### src/cfpe_pkg.sv
// shared constants, types and coefficient helper for the cosine filter phasor estimator
package cfpe_pkg;

  localparam int DEF_SAMPLES_PER_CYCLE = 16;
  localparam int DEF_SAMPLE_WIDTH      = 16;
  localparam int REF_W                 = 16;
  localparam int COEF_W                = 18;
  localparam int FILT_FRAC             = 17;
  localparam int REF_SCALE             = 14;
  localparam int PHASOR_SCALE          = 12;
  localparam int GAIN_SHIFT            = 42;
  localparam int GAIN_SPLIT            = 15;

  localparam int CORDIC_STEPS = 30;
  localparam int STEP_W       = $clog2(CORDIC_STEPS);
  localparam int ANGLE_W      = 32;
  localparam int Z_W          = ANGLE_W + 2;

  localparam longint INV_GAIN_Q30 = 652032874;
  localparam longint QUARTER_TURN = 64'sd1073741824;
  localparam longint HALF_TURN    = 64'sd2147483648;
  localparam longint FULL_TURN    = 64'sd4294967296;

  localparam logic [GAIN_SPLIT-1:0] GAIN_LO = GAIN_SPLIT'(INV_GAIN_Q30 & 32767);
  localparam logic [GAIN_SPLIT-1:0] GAIN_HI = GAIN_SPLIT'(INV_GAIN_Q30 >> GAIN_SPLIT);

  localparam logic [ANGLE_W-1:0] ATAN_TURNS [CORDIC_STEPS] = '{
    32'h20000000, 32'h12E4051D, 32'h09FB385B, 32'h051111D4, 32'h028B0D43, 32'h0145D7E1,
    32'h00A2F61E, 32'h00517C55, 32'h0028BE53, 32'h00145F2E, 32'h000A2F98, 32'h000517CC,
    32'h00028BE6, 32'h000145F3, 32'h0000A2F9, 32'h0000517C, 32'h000028BE, 32'h0000145F,
    32'h00000A2F, 32'h00000517, 32'h0000028B, 32'h00000145, 32'h000000A2, 32'h00000051,
    32'h00000028, 32'h00000014, 32'h0000000A, 32'h00000005, 32'h00000002, 32'h00000001
  };

  typedef struct packed {
    logic start;
    logic vectoring;
  } cordic_cmd_t;

  typedef struct packed {
    logic clear;
    logic en;
  } mac_ctl_t;

  // cordic cosine of a binary angle, used only to build the coefficient table
  function automatic longint coef_cos(longint ang);
    longint x;
    longint y;
    longint z;
    longint dx;
    longint dy;
    z = ang;
    if (z >= HALF_TURN) z = z - FULL_TURN;
    x = INV_GAIN_Q30;
    y = 0;
    if (z > QUARTER_TURN || z < -QUARTER_TURN) begin
      z = (z > 0) ? z - HALF_TURN : z + HALF_TURN;
      x = -x;
      y = -y;
    end
    for (int k = 0; k < CORDIC_STEPS; k++) begin
      dx = y >>> k;
      dy = x >>> k;
      if (z >= 0) begin
        x = x - dx;
        y = y + dy;
        z = z - longint'(ATAN_TURNS[k]);
      end else begin
        x = x + dx;
        y = y - dy;
        z = z + longint'(ATAN_TURNS[k]);
      end
    end
    return x;
  endfunction

endpackage

### src/cfpe_in_if.sv
// input channel: one sample plus reference phasor per transfer
interface cfpe_in_if #(
  parameter int SAMPLE_WIDTH = cfpe_pkg::DEF_SAMPLE_WIDTH
);
  import cfpe_pkg::*;
  logic                     valid;
  logic                     ready;
  logic signed [SAMPLE_WIDTH-1:0] sample;
  logic signed [REF_W-1:0]  ref_real;
  logic signed [REF_W-1:0]  ref_imag;
  logic                     ref_present;

  modport source (output valid, sample, ref_real, ref_imag, ref_present, input ready);
  modport sink   (input valid, sample, ref_real, ref_imag, ref_present, output ready);
endinterface

### src/cfpe_out_if.sv
// output channel: one phasor per transfer
interface cfpe_out_if #(
  parameter int OUT_WIDTH = cfpe_pkg::DEF_SAMPLE_WIDTH + 2
);
  logic                        valid;
  logic                        ready;
  logic signed [OUT_WIDTH-1:0] phasor_real;
  logic signed [OUT_WIDTH-1:0] phasor_imag;

  modport source (output valid, phasor_real, phasor_imag, input ready);
  modport sink   (input valid, phasor_real, phasor_imag, output ready);
endinterface

### src/cfpe_ram.sv
// generic single write port ram with registered read
module cfpe_ram #(
  parameter int WIDTH = 16,
  parameter int DEPTH = 16
) (
  input  logic                     clk,
  input  logic                     we,
  input  logic [$clog2(DEPTH)-1:0] waddr,
  input  logic [WIDTH-1:0]         wdata,
  input  logic [$clog2(DEPTH)-1:0] raddr,
  output logic [WIDTH-1:0]         rdata
);
  logic [WIDTH-1:0] mem [DEPTH];

  always_ff @(posedge clk) begin
    if (we) mem[waddr] <= wdata;
    rdata <= mem[raddr];
  end
endmodule

### src/cfpe_mac.sv
// multiply-accumulate for the cosine filter sum
module cfpe_mac #(
  parameter int SAMPLE_WIDTH = cfpe_pkg::DEF_SAMPLE_WIDTH,
  parameter int ACC_W        = 40
) (
  input  logic                            clk,
  input  cfpe_pkg::mac_ctl_t              ctl,
  input  logic signed [SAMPLE_WIDTH-1:0]  sample,
  input  logic signed [cfpe_pkg::COEF_W-1:0] coef,
  output logic signed [ACC_W-1:0]         acc
);
  import cfpe_pkg::*;

  logic signed [SAMPLE_WIDTH+COEF_W-1:0] prod;

  assign prod = sample * coef;

  always_ff @(posedge clk) begin
    if (ctl.clear) begin
      acc <= '0;
    end else if (ctl.en) begin
      acc <= acc + ACC_W'(prod);
    end
  end
endmodule

### src/cfpe_cordic.sv
// iterative cordic, one micro-rotation per cycle, rotation or vectoring mode
module cfpe_cordic #(
  parameter int DATA_W = 33
) (
  input  logic                               clk,
  input  logic                               rst,
  input  cfpe_pkg::cordic_cmd_t              cmd,
  input  logic signed [DATA_W-1:0]           x_in,
  input  logic signed [DATA_W-1:0]           y_in,
  input  logic [cfpe_pkg::ANGLE_W-1:0]       angle_in,
  output logic signed [DATA_W-1:0]           x_out,
  output logic signed [DATA_W-1:0]           y_out,
  output logic [cfpe_pkg::ANGLE_W-1:0]       angle_out,
  output logic                               done
);
  import cfpe_pkg::*;

  localparam logic signed [Z_W-1:0] Z_QUARTER = Z_W'(QUARTER_TURN);
  localparam logic signed [Z_W-1:0] Z_HALF    = Z_W'(HALF_TURN);

  logic signed [DATA_W-1:0] x;
  logic signed [DATA_W-1:0] y;
  logic signed [Z_W-1:0]    z;
  logic [STEP_W-1:0]        k;
  logic                     busy;
  logic                     vec;
  logic signed [Z_W-1:0]    z_in;
  logic signed [Z_W-1:0]    atan;
  logic signed [DATA_W-1:0] dx;
  logic signed [DATA_W-1:0] dy;
  logic                     pos;

  assign z_in = Z_W'($signed(angle_in));
  assign atan = $signed({2'b00, ATAN_TURNS[k]});
  assign dx   = y >>> k;
  assign dy   = x >>> k;
  // vectoring drives y toward zero, rotation drives z toward zero
  assign pos  = vec ? (y <= 0) : (z >= 0);

  always_ff @(posedge clk) begin
    if (rst) begin
      busy <= 1'b0;
      done <= 1'b0;
      k    <= '0;
    end else begin
      done <= 1'b0;
      if (cmd.start) begin
        busy <= 1'b1;
        k    <= '0;
        vec  <= cmd.vectoring;
        if (cmd.vectoring) begin
          if (x_in < 0) begin
            x <= -x_in;
            y <= -y_in;
            z <= Z_HALF;
          end else begin
            x <= x_in;
            y <= y_in;
            z <= '0;
          end
        end else begin
          // fold the angle into the right half plane
          if (z_in > Z_QUARTER || z_in < -Z_QUARTER) begin
            x <= -x_in;
            y <= -y_in;
            z <= (z_in > 0) ? z_in - Z_HALF : z_in + Z_HALF;
          end else begin
            x <= x_in;
            y <= y_in;
            z <= z_in;
          end
        end
      end else if (busy) begin
        if (pos) begin
          x <= x - dx;
          y <= y + dy;
          z <= z - atan;
        end else begin
          x <= x + dx;
          y <= y - dy;
          z <= z + atan;
        end
        if (k == STEP_W'(CORDIC_STEPS - 1)) begin
          busy <= 1'b0;
          done <= 1'b1;
        end else begin
          k <= k + 1'b1;
        end
      end
    end
  end

  assign x_out     = x;
  assign y_out     = y;
  assign angle_out = z[ANGLE_W-1:0];
endmodule

### src/cosine_filter_phasor_estimator_core.sv
// top level: full-cycle cosine filter phasor estimator with reference rotation
//
//  channel  | dir | payload
//  ---------+-----+----------------------------------------------
//  request  | in  | sample, ref_real, ref_imag, ref_present
//  result   | out | phasor_real, phasor_imag
//
// without rotation one item runs the N-tap mac through one multiplier; with
// rotation it adds two 30-step passes of the shared cordic, then a split gain
// multiply. request is ready only while the sequencer is idle.
// the result register lets the next item start while a result waits; a stalled
// result holds the sequencer at its last step. reset clears both rings at once
// through per-entry valid bits, no clearing pass.
module cosine_filter_phasor_estimator_core #(
  parameter int SAMPLES_PER_CYCLE = cfpe_pkg::DEF_SAMPLES_PER_CYCLE,
  parameter int SAMPLE_WIDTH      = cfpe_pkg::DEF_SAMPLE_WIDTH
) (
  input logic       clk,
  input logic       rst,
  cfpe_in_if.sink   request,
  cfpe_out_if.source result
);
  import cfpe_pkg::*;

  localparam int N      = SAMPLES_PER_CYCLE;
  localparam int IW     = $clog2(N);
  localparam int CNT_W  = $clog2(N + 1);
  localparam int OUT_W  = SAMPLE_WIDTH + 2;
  localparam int ACC_W  = SAMPLE_WIDTH + COEF_W + $clog2(N) + 1;
  localparam int DW     = ((OUT_W + PHASOR_SCALE > REF_W + REF_SCALE) ?
                           OUT_W + PHASOR_SCALE : REF_W + REF_SCALE) + 3;
  localparam int PW     = DW + 2 * GAIN_SPLIT + 2;

  localparam longint OUT_MAX = (64'sd1 <<< (OUT_W - 1)) - 1;
  localparam longint OUT_MIN = -OUT_MAX - 1;
  localparam logic signed [ACC_W-1:0] ACC_MAX = ACC_W'(OUT_MAX);
  localparam logic signed [ACC_W-1:0] ACC_MIN = ACC_W'(OUT_MIN);
  localparam logic signed [PW-1:0]    P_MAX   = PW'(OUT_MAX);
  localparam logic signed [PW-1:0]    P_MIN   = PW'(OUT_MIN);
  localparam logic signed [OUT_W-1:0] O_MAX   = OUT_W'(OUT_MAX);

  localparam logic [IW-1:0] W_RESET = IW'(N - 1);
  localparam logic [IW-1:0] Q_RESET = IW'((N / 4 + N - 1) % N);

  localparam logic [3:0] S_IDLE  = 4'd0;
  localparam logic [3:0] S_MAC   = 4'd1;
  localparam logic [3:0] S_FILT  = 4'd2;
  localparam logic [3:0] S_QRD   = 4'd3;
  localparam logic [3:0] S_VGO   = 4'd4;
  localparam logic [3:0] S_VWAIT = 4'd5;
  localparam logic [3:0] S_RGO   = 4'd6;
  localparam logic [3:0] S_RWAIT = 4'd7;
  localparam logic [3:0] S_MUL   = 4'd8;
  localparam logic [3:0] S_DONE  = 4'd9;

  // coefficient table, built at elaboration
  logic signed [COEF_W-1:0] coef_table [N];
  for (genvar gi = 0; gi < N; gi++) begin : g_coef
    localparam longint ANG = (longint'(gi) <<< 32) / SAMPLES_PER_CYCLE;
    localparam longint CX  = coef_cos(ANG);
    localparam longint NUM = 2 * CX;
    localparam longint DEN = SAMPLES_PER_CYCLE * 8192;
    localparam longint MAG = (NUM < 0) ? -NUM : NUM;
    localparam longint QM  = (MAG + DEN / 2) / DEN;
    localparam longint CQ  = (NUM < 0) ? -QM : QM;
    assign coef_table[gi] = COEF_W'(CQ);
  end

  logic [3:0]               state;
  logic [IW-1:0]            w_idx;
  logic [IW-1:0]            q_idx;
  logic [IW-1:0]            cur_w;
  logic [IW-1:0]            cur_q;
  logic [IW-1:0]            rd_addr;
  logic [CNT_W-1:0]         cnt;
  logic                     pend;
  logic [IW-1:0]            coef_sel;
  logic                     sval_d;
  logic                     fval_d;
  logic [N-1:0]             svalid;
  logic [N-1:0]             fvalid;
  logic signed [REF_W-1:0]  rr_q;
  logic signed [REF_W-1:0]  ri_q;
  logic                     rp_q;
  logic signed [OUT_W-1:0]  re_q;
  logic signed [OUT_W-1:0]  im_q;
  logic [ANGLE_W-1:0]       ra;
  logic signed [DW-1:0]     rot_x;
  logic signed [DW-1:0]     rot_y;
  logic signed [PW-1:0]     macc;
  logic [2:0]               mcnt;
  logic                     out_valid;
  logic signed [OUT_W-1:0]  out_re;
  logic signed [OUT_W-1:0]  out_im;

  logic                     accept;
  logic [SAMPLE_WIDTH-1:0]  s_rdata;
  logic [OUT_W-1:0]         f_rdata;
  logic signed [OUT_W-1:0]  filt_sat;
  logic signed [ACC_W-1:0]  acc;
  logic signed [ACC_W-1:0]  acc_sh;
  logic signed [OUT_W:0]    neg_q;
  logic signed [OUT_W-1:0]  im_sat;
  mac_ctl_t                 mac_ctl;
  logic signed [SAMPLE_WIDTH-1:0] mac_sample;
  cordic_cmd_t              cmd;
  logic signed [DW-1:0]     c_x_in;
  logic signed [DW-1:0]     c_y_in;
  logic [ANGLE_W-1:0]       c_angle_in;
  logic signed [DW-1:0]     c_x_out;
  logic signed [DW-1:0]     c_y_out;
  logic [ANGLE_W-1:0]       c_angle_out;
  logic                     c_done;
  logic signed [DW-1:0]     mul_a;
  logic [GAIN_SPLIT-1:0]    mul_b;
  logic signed [DW+GAIN_SPLIT:0] prod;
  logic signed [PW-1:0]     prod_ext;
  logic signed [PW-1:0]     gain_sh;
  logic signed [OUT_W-1:0]  gain_sat;
  logic                     rotate_req;
  logic                     out_load;

  assign accept        = request.valid && request.ready;
  assign request.ready = (state == S_IDLE);

  cfpe_ram #(.WIDTH(SAMPLE_WIDTH), .DEPTH(N)) u_sample_ring (
    .clk   (clk),
    .we    (accept),
    .waddr (w_idx),
    .wdata (request.sample),
    .raddr (rd_addr),
    .rdata (s_rdata)
  );

  cfpe_ram #(.WIDTH(OUT_W), .DEPTH(N)) u_filtered_ring (
    .clk   (clk),
    .we    (state == S_FILT),
    .waddr (cur_w),
    .wdata (filt_sat),
    .raddr (cur_q),
    .rdata (f_rdata)
  );

  // entries never written since reset read as zero
  assign mac_sample    = sval_d ? $signed(s_rdata) : '0;
  assign mac_ctl.clear = accept;
  assign mac_ctl.en    = (state == S_MAC) && pend;

  cfpe_mac #(.SAMPLE_WIDTH(SAMPLE_WIDTH), .ACC_W(ACC_W)) u_mac (
    .clk    (clk),
    .ctl    (mac_ctl),
    .sample (mac_sample),
    .coef   (coef_table[coef_sel]),
    .acc    (acc)
  );

  // round half up, then saturate
  assign acc_sh = (acc + (ACC_W'(1) <<< (FILT_FRAC - 1))) >>> FILT_FRAC;
  always_comb begin
    if (acc_sh > ACC_MAX) filt_sat = OUT_W'(ACC_MAX);
    else if (acc_sh < ACC_MIN) filt_sat = OUT_W'(ACC_MIN);
    else filt_sat = acc_sh[OUT_W-1:0];
  end

  assign neg_q  = -((OUT_W + 1)'(fval_d ? $signed(f_rdata) : $signed(OUT_W'(0))));
  assign im_sat = (neg_q > (OUT_W + 1)'(O_MAX)) ? O_MAX : neg_q[OUT_W-1:0];

  assign rotate_req = rp_q && (rr_q != 0 || ri_q != 0);

  assign cmd.start     = (state == S_VGO) || (state == S_RGO);
  assign cmd.vectoring = (state == S_VGO);
  always_comb begin
    if (state == S_VGO) begin
      c_x_in = DW'(rr_q) <<< REF_SCALE;
      c_y_in = DW'(ri_q) <<< REF_SCALE;
    end else begin
      c_x_in = DW'(re_q) <<< PHASOR_SCALE;
      c_y_in = DW'(im_q) <<< PHASOR_SCALE;
    end
  end
  // rotate by minus the reference angle
  assign c_angle_in = (~ra) + 1'b1;

  cfpe_cordic #(.DATA_W(DW)) u_cordic (
    .clk       (clk),
    .rst       (rst),
    .cmd       (cmd),
    .x_in      (c_x_in),
    .y_in      (c_y_in),
    .angle_in  (c_angle_in),
    .x_out     (c_x_out),
    .y_out     (c_y_out),
    .angle_out (c_angle_out),
    .done      (c_done)
  );

  // gain correction split in two partial products per part
  assign mul_a    = (mcnt < 3'd2) ? rot_x : rot_y;
  assign mul_b    = (mcnt == 3'd0 || mcnt == 3'd2) ? GAIN_LO : GAIN_HI;
  assign prod     = mul_a * $signed({1'b0, mul_b});
  assign prod_ext = PW'(prod);
  assign gain_sh  = (macc + (PW'(1) <<< (GAIN_SHIFT - 1))) >>> GAIN_SHIFT;
  always_comb begin
    if (gain_sh > P_MAX) gain_sat = OUT_W'(P_MAX);
    else if (gain_sh < P_MIN) gain_sat = OUT_W'(P_MIN);
    else gain_sat = gain_sh[OUT_W-1:0];
  end

  assign out_load = (state == S_DONE) && (!out_valid || result.ready);

  always_ff @(posedge clk) begin
    if (rst) begin
      state     <= S_IDLE;
      w_idx     <= W_RESET;
      q_idx     <= Q_RESET;
      svalid    <= '0;
      fvalid    <= '0;
      pend      <= 1'b0;
      cnt       <= '0;
      mcnt      <= '0;
      out_valid <= 1'b0;
    end else begin
      if (out_load) out_valid <= 1'b1;
      else if (result.ready) out_valid <= 1'b0;

      unique case (state)
        S_IDLE: begin
          if (accept) begin
            svalid[w_idx] <= 1'b1;
            cur_w   <= w_idx;
            cur_q   <= q_idx;
            rd_addr <= w_idx;
            w_idx   <= (w_idx == '0) ? W_RESET : w_idx - 1'b1;
            q_idx   <= (q_idx == '0) ? W_RESET : q_idx - 1'b1;
            cnt     <= '0;
            pend    <= 1'b0;
            rr_q    <= request.ref_real;
            ri_q    <= request.ref_imag;
            rp_q    <= request.ref_present;
            state   <= S_MAC;
          end
        end
        S_MAC: begin
          // one read issued per cycle, each accumulated in the cycle after
          pend     <= (cnt != CNT_W'(N));
          coef_sel <= cnt[IW-1:0];
          sval_d   <= svalid[rd_addr];
          if (cnt != CNT_W'(N)) begin
            cnt     <= cnt + 1'b1;
            rd_addr <= (rd_addr == W_RESET) ? '0 : rd_addr + 1'b1;
          end else if (!pend) begin
            state <= S_FILT;
          end
        end
        S_FILT: begin
          fvalid[cur_w] <= 1'b1;
          fval_d <= fvalid[cur_q];
          re_q   <= filt_sat;
          state  <= S_QRD;
        end
        S_QRD: begin
          im_q  <= im_sat;
          state <= rotate_req ? S_VGO : S_DONE;
        end
        S_VGO: begin
          state <= S_VWAIT;
        end
        S_VWAIT: begin
          if (c_done) begin
            ra    <= c_angle_out;
            state <= S_RGO;
          end
        end
        S_RGO: begin
          state <= S_RWAIT;
        end
        S_RWAIT: begin
          if (c_done) begin
            rot_x <= c_x_out;
            rot_y <= c_y_out;
            mcnt  <= '0;
            state <= S_MUL;
          end
        end
        S_MUL: begin
          mcnt <= mcnt + 1'b1;
          unique case (mcnt)
            3'd0: macc <= prod_ext;
            3'd1: macc <= macc + (prod_ext <<< GAIN_SPLIT);
            3'd2: begin
              re_q <= gain_sat;
              macc <= prod_ext;
            end
            3'd3: macc <= macc + (prod_ext <<< GAIN_SPLIT);
            default: begin
              im_q  <= gain_sat;
              state <= S_DONE;
            end
          endcase
        end
        S_DONE: begin
          if (out_load) state <= S_IDLE;
        end
        default: state <= S_IDLE;
      endcase
    end
  end

  always_ff @(posedge clk) begin
    if (out_load) begin
      out_re <= re_q;
      out_im <= im_q;
    end
  end

  assign result.valid       = out_valid;
  assign result.phasor_real = out_re;
  assign result.phasor_imag = out_im;
endmodule
### src/flat_wrapper.sv
// flat-port wrapper written by rule: the top's interface ports become plain ports
module cosine_filter_phasor_estimator_core_flat import cfpe_pkg::*;
#(
  parameter int SAMPLES_PER_CYCLE = cfpe_pkg::DEF_SAMPLES_PER_CYCLE,
  parameter int SAMPLE_WIDTH      = cfpe_pkg::DEF_SAMPLE_WIDTH
)
  (clk, rst, request_valid, request_sample, request_ref_real, request_ref_imag, request_ref_present, request_ready, result_valid, result_phasor_real, result_phasor_imag, result_ready);
  cfpe_in_if #(.SAMPLE_WIDTH(SAMPLE_WIDTH)) request_i ();
  cfpe_out_if result_i ();
  input logic clk;
  input logic rst;
  input wire logic [$bits(request_i.valid)-1:0] request_valid;
  input wire logic [$bits(request_i.sample)-1:0] request_sample;
  input wire logic [$bits(request_i.ref_real)-1:0] request_ref_real;
  input wire logic [$bits(request_i.ref_imag)-1:0] request_ref_imag;
  input wire logic [$bits(request_i.ref_present)-1:0] request_ref_present;
  output wire logic [$bits(request_i.ready)-1:0] request_ready;
  output wire logic [$bits(result_i.valid)-1:0] result_valid;
  output wire logic [$bits(result_i.phasor_real)-1:0] result_phasor_real;
  output wire logic [$bits(result_i.phasor_imag)-1:0] result_phasor_imag;
  input wire logic [$bits(result_i.ready)-1:0] result_ready;
  assign request_i.valid = request_valid;
  assign request_i.sample = request_sample;
  assign request_i.ref_real = request_ref_real;
  assign request_i.ref_imag = request_ref_imag;
  assign request_i.ref_present = request_ref_present;
  assign request_ready = request_i.ready;
  assign result_valid = result_i.valid;
  assign result_phasor_real = result_i.phasor_real;
  assign result_phasor_imag = result_i.phasor_imag;
  assign result_i.ready = result_ready;
  cosine_filter_phasor_estimator_core #(.SAMPLES_PER_CYCLE(SAMPLES_PER_CYCLE), .SAMPLE_WIDTH(SAMPLE_WIDTH)) u_core (.clk(clk), .rst(rst), .request(request_i), .result(result_i));
endmodule
### config.mk
export PLATFORM = sky130hd
export DESIGN_NAME = cosine_filter_phasor_estimator_core_flat
export DESIGN_NICKNAME = d
export VERILOG_FILES = /design/src/cfpe_pkg.sv /design/src/cfpe_in_if.sv /design/src/cfpe_out_if.sv /design/src/cfpe_ram.sv /design/src/cfpe_mac.sv /design/src/cfpe_cordic.sv /design/src/cosine_filter_phasor_estimator_core.sv /design/src/flat_wrapper.sv
export SDC_FILE = /design/constraint.sdc
export NUM_CORES = 2
export LEC_CHECK = 0
export BUFFER_PORTS_ARGS = -buffer_cell sky130_fd_sc_hd__buf_2
export CAP_MARGIN = 15
export CORE_MARGIN = 5
export CORE_UTILIZATION = 44
export CTS_CLUSTER_SIZE = 10
export DETAILED_ROUTE_END_ITERATION = 8
export HOLD_SLACK_MARGIN = 0.15
export PLACE_DENSITY = 0.64
export SLEW_MARGIN = 15
export SYNTH_ARGS = -nofsm -noshare
export SYNTH_HDL_FRONTEND = slang
export SYNTH_SLANG_ARGS = --single-unit
### constraint.sdc
create_clock -name clk -period 12.9 [get_ports clk]
set_input_delay 0.645 -clock clk [delete_from_list [all_inputs] [get_ports clk]]
set_output_delay 0.645 -clock clk [all_outputs]
set_load 0.1 [all_outputs]
==> out/metrics.cfg <==
[synth]
synth_cell_type_count=104
synth_warnings=0
synth_flop_cell=edfxtp_1
async_flop_share_pct=0
netlist_area_um2=80490
synthCells=7261
syn_area_per_cell_um2=11.08
yosysSeqAreaShare_pct=37.47
ys_ff_latch=1049
synth-edff-count=915

[detailed_routing]
wl_per_cell_um=22.82
drc=0
routed_wl_mm=223.5
drtIter0Drc=4985
via_count=56720
first_pass_iters=5
vias_per_cell=5.793
detail-route-antenna-nets=0

[sta]
period_minus_slack_ns=10.55
clock_skew_ns=0.05771
fmax_ghz=0.09483
slew_headroom_pct=23.16
hold_viol=0
period_share_pct=81.75
final_max_slew_viol_count=0
rsz0062_at_grt=no
finalSetupTns_ns=0
finalSetupViolCount=0
worst_pin_slew_ns=1.143

[die]
initial_core_util_pct=44.10
chipHeight_um=437.7
core_area_um2=182500
boundaryPins=91
placementRows=157
die_area_um2=191600
die_w_um=437.7

[final_layout]
final_layout_size_suffix_gt1_share_pct=10.51
fin_nets=8450
final_util_pct=48.26
stdcell_area_um2=88070
area_growth_pct=9.417

[setup_path]
crit_type=reg2reg
r2r-end=u_core.macc[63]
crit_start=u_core.mcnt[2]
path_max_fanout=24
arrival_ns=11.02
critPathLaunchType=flop
reg2reg_slack_ns=2.35
crit_path_top_delay_cell=fa_1
cp-end-kind=flop
path_delay_family=adder cells
reg2regPathDepth=39
critical_path.max_stage_delay_ns=0.55
crit_required_ns=13.37
path_buf_inv=6
reg2reg_from=u_core.mcnt[2]
cp_common_cell=inv_1

[place]
dpl.hpwl_mm=166.9
gp_congestion=0.9640
postPlaceCellArea_um2=83650
portBuffers=90

[power_and_ir_drop]
pwr_density_cell_nw_per_um2=270.7
power_mw=23.84
p_leak_nw=35.10
ir_drop_mv=0.9090

[global_route]
gr-total-overflow=0
grt_pass1_wl_mm=344.9
antenna_found_initial=6
grt_max_degree=82
grt_pass1_vias=57400
track_usage_pct=23.23

[worst_hold_path]
min_delay_worst_endpoint=u_core.u_sample_ring.mem[4][7]
hold_depth=1
hold_start=request_sample[7]
worstHoldPathType=in2reg

[status]
status=complete, no violations

[clock_network]
cts_buffers=131
clockBufferDepth=3
clock_latency_ns=0.80
post_cts_buffers=0
htreeDepth=4
cts_tree=done
cts.sinks=1049
clk_pin_slew_worst_paths_ns=0.06
cts-root-buf=clkbuf_16

[flow_run]
maxCapViolCount=0

-- sequential cells by signal, summed over array words and instances, names as in the netlist, 5 cells and up --
name,cells
u_core.macc,49
u_core.u_filtered_ring.mem,288
u_core.u_cordic.z,34
u_core.result.phasor_imag,18
u_core.rot_x,33
u_core.u_sample_ring.rdata,16
u_core.u_cordic.x_out,33
u_core.re_q,18
u_core.im_q,18
u_core.cnt,5
u_core.rot_y,33
u_core.u_sample_ring.mem,256
u_core.result.phasor_real,18
u_core.svalid,16
u_core.ri_q,16
u_core.rr_q,16
u_core.u_mac.acc,39
u_core.u_cordic.k,5
u_core.u_cordic.y_out,33
u_core.ra,32
u_core.u_filtered_ring.rdata,18
u_core.fvalid,16
-- cell usage in the layout (no fill, tap or decap), types with 26 or more instances in the layout --
cell	Yosys	layout
edfxtp_1	915	915
inv_1	827	826
fa_1	590	590
nand2_1	573	573
nor2_1	582	553
ha_1	495	495
a21oi_1	386	383
o21ai_0	309	299
xnor2_1	274	274
mux4_2	250	250
xor2_1	178	178
clkbuf_16	0	133
dfxtp_1	134	129
a21o_1	123	123
buf_4	14	106
nand3_1	103	103
nor3_1	106	95
mux2i_1	92	92
buf_2	23	89
nand2b_1	68	67
clkbuf_1	230	61
and2_1	53	53
nand4_1	51	51
o22ai_1	49	49
nor2b_1	50	47
a31oi_1	46	46
mux2_2	45	45
o21a_1	45	45
o21bai_1	43	43
o211ai_1	39	39
and3_1	38	38
nor4_1	36	36
a211oi_1	35	35
dlygate4sd3_1	0	33
a22oi_1	30	30
o31ai_1	30	29
or2_2	26	26
-- layer usage --
metal,up-vias,track usage (%),routed length (um)
met5,-,0,15
met4,4,9.506,10250
met3,466,3.795,14610
met2,2096,38.82,108100
met1,28360,30.25,90480
li1,25790,-,-
-- synthesized netlist by cell type, drive strengths merged (46+ instances only) --
cell	count	share of area, %
a21o	123	1.1
a21oi	386	2.4
a31oi	46	0.36
and2	58	0.45
buf	87	0.60
clkbuf	231	1.1
dfxtp	134	3.3
edfxtp	915	34
fa	590	15
ha	495	7.7
inv	828	3.9
mux2i	92	1.1
mux4	250	7.0
nand2	573	2.7
nand2b	68	0.53
nand3	103	0.64
nand4	52	0.41
nor2	583	2.7
nor2b	50	0.39
nor3	110	0.71
o21ai	318	2.0
o22ai	49	0.38
xnor2	274	3.0
xor2	178	1.9
-- cell type report --
class / instances / area, um^2
inverters: 830 / 3115
multi-input cells: 5072 / 46140
clock inverters: 27 / 449.2
diodes: 1 / 2.502
clock buffers: 199 / 3626
well taps: 2385 / 2984
repair buffers: 228 / 1572
flip-flops and latches: 1049 / 30170
fillers: 16360 / 94430
-- logic make-up after synthesis --
family / Yosys count / synth area share [%]
flip-flops: 1049 / 37.47
XOR/XNOR: 452 / 4.919
buffers and inverters: 1148 / 5.550
other: 2 / 0.009331
AND/OR/NAND/NOR: 1794 / 10.30
adder cells (fa/ha/maj): 1085 / 22.37
multiplexers: 387 / 8.769
AO/OA/AOI/OAI: 1344 / 10.61
-- stage by stage --
stage	std cells	hold WS, ns	setup slack (ns)
5_1_grt	9791	0.2086	1.722
2_1_floorplan	7269	0.4064	3.252
3_5_place_dp	9531	0.4486	2.576
4_1_cts	9790	0.1778	2.468
6_report	9791	0.2375	2.355
3_3_place_gp	9531	0.4370	2.670
-- power breakdown --
| group | switching (mW) | internal [mW] |
|---|---|---|
| clock network | 1.48 | 2.02 |
| logic | 9.30 | 6.67 |
| registers | 0.205 | 4.15 |
-- what timing repair did --
action,in CTS,in global routing
gates resized for setup,0,0
hold buffers,33,0
endpoints found under the hold margin,33,0
-- worst max path at each step --
| stage | endpoint | slack (ns) | cells after the start |
|---|---|---|---|
| after CTS | u_core.macc[63] | 2.47 | 39 |
| after global routing | u_core.macc[63] | 1.72 | 36 |
| after global placement | u_core.macc[63] | 2.67 | 39 |
| final | u_core.macc[63] | 2.35 | 39 |
| after floorplan | u_core.macc[63] | 3.25 | 38 |
| after detailed placement | u_core.macc[63] | 2.58 | 39 |
No activity file was read; power rests on OpenSTA's default activity.
